--- src/rtl/mvps_pkg.sv ---
// ----------------------------------------------------------------------------
// mvps_pkg: shared types and constants of the multi-voice pluck synth
// word layouts of the three channels, the control bundle broadcast to the
// voice cells, the sequencer states and the normalisation gain table
// ----------------------------------------------------------------------------
package mvps_pkg;

	// default sizes of the voice row
	localparam int VOICES_DEF     = 8;
	localparam int PHASE_BITS_DEF = 24;
	localparam int SINE_BITS_DEF  = 10;

	// fixed widths
	localparam int IDX_W     = 18;
	localparam int COUNT_W   = 5;
	localparam int GAIN_W    = 17;
	localparam int TERM_W    = 35;
	localparam int MIX_SHIFT = 47;

	// request codes
	localparam logic REQ_LOAD = 1'b0;
	localparam logic REQ_TICK = 1'b1;

	// sine polynomial coefficients, q15
	localparam logic [15:0] SIN_A = 16'd51472;
	localparam logic [14:0] SIN_B = 15'd21024;
	localparam logic [11:0] SIN_C = 12'd2320;

	typedef struct packed {
		logic        req_type;
		logic [2:0]  voice_slot;
		logic [23:0] phase_step;
		logic [16:0] start_delay;
		logic [16:0] voice_length;
		logic [15:0] decay_factor;
		logic [15:0] amplitude;
	} in_word_t;

	typedef struct packed {
		logic [7:0] sample;
		logic       last;
	} out_word_t;

	typedef struct packed {
		logic [3:0] voice_count;
	} cfg_word_t;

	// control broadcast from the sequencer to every voice cell
	typedef struct packed {
		logic               load;
		logic               go;
		logic [IDX_W-1:0]   index;
		logic [COUNT_W-1:0] in_use;
		in_word_t           wr;
	} cell_ctrl_t;

	typedef enum logic [1:0] {
		ST_IDLE,
		ST_RUN,
		ST_FIN
	} state_t;

	// round(65536 / sqrt(n)) for n voices in use
	function automatic logic [GAIN_W-1:0] gain_q16(input logic [COUNT_W-1:0] n);
		logic [GAIN_W-1:0] g;
		unique case (n)
			5'd1:    g = 17'd65536;
			5'd2:    g = 17'd46341;
			5'd3:    g = 17'd37837;
			5'd4:    g = 17'd32768;
			5'd5:    g = 17'd29309;
			5'd6:    g = 17'd26755;
			5'd7:    g = 17'd24770;
			5'd8:    g = 17'd23170;
			5'd9:    g = 17'd21845;
			5'd10:   g = 17'd20725;
			5'd11:   g = 17'd19760;
			5'd12:   g = 17'd18919;
			5'd13:   g = 17'd18177;
			5'd14:   g = 17'd17515;
			5'd15:   g = 17'd16921;
			5'd16:   g = 17'd16384;
			default: g = '0;
		endcase
		return g;
	endfunction

endpackage

--- src/rtl/mvps_mix.sv ---
// ----------------------------------------------------------------------------
// mvps_mix: output scaling
// applies the normalisation gain, clamps to full scale and maps the mix
// onto an unsigned 8-bit sample; also flags whether and where the
// sequence ends
// ----------------------------------------------------------------------------
module mvps_mix import mvps_pkg::*; #(
	parameter int VOICES = VOICES_DEF
) (
	input  logic                                    clk,
	input  logic signed [TERM_W+$clog2(VOICES)-1:0] sum_in,
	input  logic        [IDX_W-1:0]                 end_total,
	input  logic        [IDX_W-1:0]                 index,
	input  logic        [COUNT_W-1:0]               in_use,
	output logic        [7:0]                       sample,
	output logic                                    emit,
	output logic                                    last
);

	localparam int SUM_W   = TERM_W + $clog2(VOICES);
	localparam int MIX_W   = SUM_W + GAIN_W + 1;
	localparam int CLAMP_W = MIX_SHIFT + 2;
	localparam int SCALE_W = MIX_SHIFT + 9;
	localparam logic signed [MIX_W-1:0] MIX_HI =
		{{(MIX_W-MIX_SHIFT-1){1'b0}}, 1'b1, {MIX_SHIFT{1'b0}}};
	localparam logic signed [MIX_W-1:0] MIX_LO = -MIX_HI;

	logic signed [GAIN_W:0]    gain_s;
	logic signed [MIX_W-1:0]   mix_s1;
	logic                      emit_s1, last_s1;
	logic signed [CLAMP_W-1:0] clamp;
	logic signed [SCALE_W-1:0] scaled;
	logic        [7:0]         sample_s2;
	logic                      emit_s2, last_s2;

	assign gain_s = $signed({1'b0, gain_q16(in_use)});

	// stage 1: gain and end of sequence
	always_ff @(posedge clk) begin
		mix_s1  <= MIX_W'(sum_in) * MIX_W'(gain_s);
		emit_s1 <= index < end_total;
		last_s1 <= (index + 18'd1) == end_total;
	end

	// clamp to plus or minus one, then times 127 plus 128
	always_comb begin
		priority if (mix_s1 > MIX_HI) begin
			clamp = CLAMP_W'(MIX_HI);
		end else if (mix_s1 < MIX_LO) begin
			clamp = CLAMP_W'(MIX_LO);
		end else begin
			clamp = CLAMP_W'(mix_s1);
		end
		scaled = (SCALE_W'(clamp) <<< 7) - SCALE_W'(clamp);
	end

	// stage 2: final sample
	always_ff @(posedge clk) begin
		sample_s2 <= scaled[MIX_SHIFT+7:MIX_SHIFT] + 8'd128;
		emit_s2   <= emit_s1;
		last_s2   <= last_s1;
	end

	assign sample = sample_s2;
	assign emit   = emit_s2;
	assign last   = last_s2;

endmodule

--- config.mk ---
export PLATFORM = sky130hd
export DESIGN_NAME = mvps_mix
export DESIGN_NICKNAME = d
export VERILOG_FILES = /design/src/rtl/mvps_pkg.sv /design/src/rtl/mvps_mix.sv
export SDC_FILE = /design/constraint.sdc
export NUM_CORES = 2
export LEC_CHECK = 0
export BUFFER_PORTS_ARGS = -buffer_cell sky130_fd_sc_hd__buf_2
export CORE_MARGIN = 2
export CORE_UTILIZATION = 55
export DETAILED_ROUTE_END_ITERATION = 6
export GPL_ROUTABILITY_DRIVEN = 0
export PLACE_DENSITY = 0.83
export SLEW_MARGIN = 20
export SYNTH_ARGS = -nofsm -noshare
export SYNTH_HDL_FRONTEND = slang
export SYNTH_SLANG_ARGS = --single-unit
export TNS_END_PERCENT = 100
--- constraint.sdc ---
create_clock -name clk -period 20.2 [get_ports clk]
set_input_delay 5.05 -clock clk [delete_from_list [all_inputs] [get_ports clk]]
set_output_delay 5.05 -clock clk [all_outputs]
set_load 0.05 [all_outputs]
# Yosys cells after proc, flatten, opt, wreduce, memory -nomap -nowiden
# Memories as Yosys holds them, arrays and structs flattened.
# Cells that the tools add are included.
# totals
mem_bits_ro,544
out_inout_bits,10
wordCells,17
reg_bits,68
mem_count,1
in_bits,80
# mem_list
memory,words,word_bits,read_ports,rd_ports_with_merged_regs,write_ports,line_no,rtl
(name not given),32,17,1,0,0,mvps_pkg.sv:66,unique case (n)
# op_classes
addsub,3
mux,2
eq_ne,1
multipliers,1
magnitude_cmp,3
# op_table
operator,n
49-bit two-way mux,2
"56-bit by 49-bit greater-than comparator with 1-bit output, second input constant",1
"56-bit by 48-bit < comparator with 1-bit output, second input constant",1
38-bit by 18-bit multiplier with 56-bit output,1
55-bit by 49-bit subtractor with 55-bit output,1
"18-bit by 1-bit adder with 18-bit output, second input constant",1
18-bit equality test,1
18-bit < comparator,1
"8-bit adder, second input constant",1

# Longest topological paths before layout
# depth
word_depth,5
mapped_depth,31

# Least setup slack after synthesis
# Ideal clock, no wire load.
# synth_path
path_kind,input port to flip-flop
start,input in_use[3]
end,register mix_s1[31]
slack_ps,8119
setup_time_ps,116
t_required_ps,20084
arrival_ps,11965
path_stages,28
path_cell_list,clkbuf_1 -> clkbuf_1 -> nor2_1 -> a311oi_1 -> clkbuf_1 -> buf_1 -> nand2_1 -> fa_1 -> inv_1 -> fa_1 -> inv_1 -> fa_1 -> inv_1 -> fa_1 -> fa_1 -> inv_1 -> fa_1 -> inv_1 -> ha_1 -> a21o_1 -> o21bai_1 -> a221oi_2 -> o21ai_1 -> or2_1 -> and2_1 -> a311o_1 -> a211o_1 -> and3_1
# synth_between
elab_chain_cells,2
# synth_rtl
item,line_no,rtl
"start, declared",mvps_mix.sv:14,"input logic [COUNT_W-1:0] in_use,"
memory 32 x 17 bit,-,
38-bit by 18-bit multiplier with 56-bit output,mvps_mix.sv:40,mix_s1 <= MIX_W'(sum_in) * MIX_W'(gain_s);
"end signal, assigned",mvps_mix.sv:40,
"end, declared",mvps_mix.sv:29,logic signed [MIX_W-1:0] mix_s1;
# No other way between the ends.

# Final worst setup path
# layout_path
start,input in_use[2]
end,register mix_s1[53]
# Same word-level chain as after synthesis.

==> results.toml <==
[sta]
clock_skew_ns = 0.0131
fin_tns_setup_ns = 0
finalHoldViolCount = 0
slew_violations = 0
fmax_mhz = 77.7
period_needed_ns = 12.87
tightest_slew_ns = 0.956
hold_slack_ns = 0.332
maxSlewHeadroom = 0.346
min_period_over_period = 0.637
rsz0062_at_grt = "no"
setup_viol = 0

[routing]
drt_iter0_markers = 1514
viasPerCell = 5.56
ant_nets = 0
drc_errors = 0
drt_wl_total_um = 67600
dr.pass1.iters = 7
vias = 21447
wire_per_inst_um = 17.5

[yosys]
synth_xor_area_frac = 0.0263
muxShareOfSynthArea = 0.000366
yosysTopAreaCellShare = 0.447
avgSynthCellArea_um2 = 8.54
synth_area_mm2 = 0.0274
synth_largest_area_cell = "fa_1"
ys_types = 63
synth.area.top_cells = "fa_1 45%, inv_1 11%, ha_1 9.2%, and2_1 7.6%, nand2_1 6.1%"
syn_inst = 3202
yosysMostFrequentCell = "inv_1"
synth_edf_count = 0
synth_top_family_by_area = "adder cells"
seq_area_frac_synth = 0.0498
ys_ff_latch = 68
syn_nets = 4095
synthAdderAreaFrac = 0.540
yosys_warnings = 0
synth_ff_type = "dfxtp_1"
synth_compound_area_frac = 0.0751
yosys-top-cells-count = "782 x inv_1, 611 x fa_1, 448 x nand2_1, 332 x and2_1, 202 x ha_1"
synth-simple-area-share = 0.183
async_flop_share = 0

[final_layout]
drive_gt1_frac = 0.0464
fill_cells = 4246
synthToLayoutAreaGrowth_pct = 5.17
multi_input_area_mm2 = 0.0227
nets = 4078
fin_cells = 3854
num_antenna_cells = 0
ff_latch_area_mm2 = 0.00136

[hold_path]
hold_path.class = "reg -> reg"
holdPathStages = 0

[floorplan]
die_area_mm2 = 0.0515
fp.coreArea_mm2 = 0.0491
fp.dieH_um = 227
fp.dieW_um = 227
ioPinCount = 90
start_util = 0.558
rows = 81

[power]
ir_drop_mv = 0.130
p_leak_nw = 15.2
seq_power_share = 0.076
p_switching_mw = 2.03
p_int_mw = 1.62
total_power_mw = 3.65
swShare = 0.556
p_clk_frac = 0.048
pwr-share-comb = 0.877
power_density_mw_per_mm2 = 127

[critical_path]
endpoint_kind = "flip-flop"
crit_fanout = 24
cp-start-kind = "input port"
r2r_slack_ns = 15.45
critPathKind = "in -> reg"
crit_arrival_ns = 13.13
required_ns = 20.46
rr_worst_depth = 16

[global_route]
grt.total_usage = 0.283
first_global_vias = 23485
grt_max_degree = 48
grt-ovfl-total = 0
antenna_found_initial = 0
grt_pass1_wl_um = 115000

[clock_network]
cts_htree_levels = 3
cts_tree = "yes"
postCtsSetupBuffers = 0
clock_latency_ns = 0.36
cts_made_buffers = 9
cts_sinks = 68
cts_root_buf = "clkbuf_16"
clk_path_buf_depth = 2
clk_pin_slew_ns = 0.07
cts_resized = 0
cts-hold-fix-buffers = 0

[status]
status = "completed"

[placement]
portBuffers = 89
hpwl_um = 52600
placedCellCount = 3838

[flow_run]
maxCapViolations = 0
registers in the layout, summed over array words and instances, names as in the netlist:
| signal | flops |
|---|---|
| emit | 1 |
| emit_s1 | 1 |
| last | 1 |
| last_s1 | 1 |
| mix_s1 | 56 |
| sample | 8 |
path summary, 6_finish.rpt:
kind | to | from
worst min-delay path | emit$_DFF_P_ | emit_s1$_DFF_P_
worst max-delay path | mix_s1[53]$_DFF_P_ | in_use[2]
worst max register to register | sample[7]$_DFF_P_ | mix_s1[9]$_DFF_P_
worst min register to register | emit$_DFF_P_ | emit_s1$_DFF_P_
worst max-delay path, cell delays in order:
cell and delay [ns]:
buf_2 0.31, nand2_1 0.24, nor3b_1 0.23, a311oi_4 0.85, buf_4 0.43, and2_1 0.20, fa_1 0.39, inv_1 0.08
fa_1 0.43, fa_1 0.51, fa_1 0.55, inv_1 0.05, fa_1 0.48, inv_1 0.06, fa_1 0.49, inv_1 0.05
ha_1 0.36, nand2_1 0.10, nor2_1 0.16, nand2_1 0.09, a2111oi_0 0.82, o21ai_0 0.35, nor3b_1 0.28, nor2_1 0.25
nor4_1 0.08, a311oi_1 0.23
final cells by class:
cell class                 count  share of cell area
multi-input combinational   2217               0.790
inverter                     782               0.102
sequential                    68              0.0473
tap                          664              0.0289
timing repair buffer         107              0.0202
clock buffer                   9             0.00783
clock inverter                 7             0.00344
placed cells by master, fill, tap and decap left out, types with 4 or more instances in the layout:
master	count
a2111oi_0	5
a211oi_1	14
a211oi_4	4
a21o_1	45
a21oi_1	86
a21oi_2	4
a221o_1	5
a31oi_1	17
a41oi_1	4
and2_1	332
and3_1	20
and4_1	7
buf_2	89
buf_4	18
clkbuf_16	9
dfxtp_1	68
fa_1	611
ha_1	202
inv_1	782
nand2_1	448
nand2b_1	16
nand3_1	32
nand4_1	16
nor2_1	55
nor2b_1	12
nor3_1	14
nor3b_1	5
nor4_1	22
o211ai_1	11
o21a_1	10
o21ai_0	57
o21ai_1	6
o21bai_1	7
o31ai_1	7
or2_2	4
or3_1	4
or4_1	5
xnor2_1	51
xor2_1	31
per-layer routing:
layer,wire [um],share of wire,GRT usage
met1,25600,0.38,0.347
met2,33500,0.50,0.495
met3,5570,0.082,0.0478
met4,2890,0.043,0.120
met5,0,0,0
cells by family after synthesis:
family,Yosys count
adder cells (fa/ha/maj),813
buffers and inverters,917
multiplexers,1
AO/OA/AOI/OAI,317
AND/OR/NAND/NOR,1004
flip-flops,68
XOR/XNOR,82
power groups by stage:
stage	Combinational [mW]	Clock, mW	Sequential (mW)
after CTS	3.16	0.177	0.275
after global placement	3.06	0	0.275
after detailed placement	3.13	0	0.276
final	3.20	0.174	0.276
after global routing	3.59	0.183	0.283
after floorplan	2.35	0	0.293
metrics by stage:
step	cell area (um^2)	setup slack, ns	utilization
finish	28800	7.33	0.587
global route	28800	6.82	0.587
CTS	28800	7.46	0.587
detailed placement	28400	7.12	0.580
global placement	28400	7.38	0.580
floorplan	27400	8.12	-
Note: power is estimated with default switching activity, not from simulation.
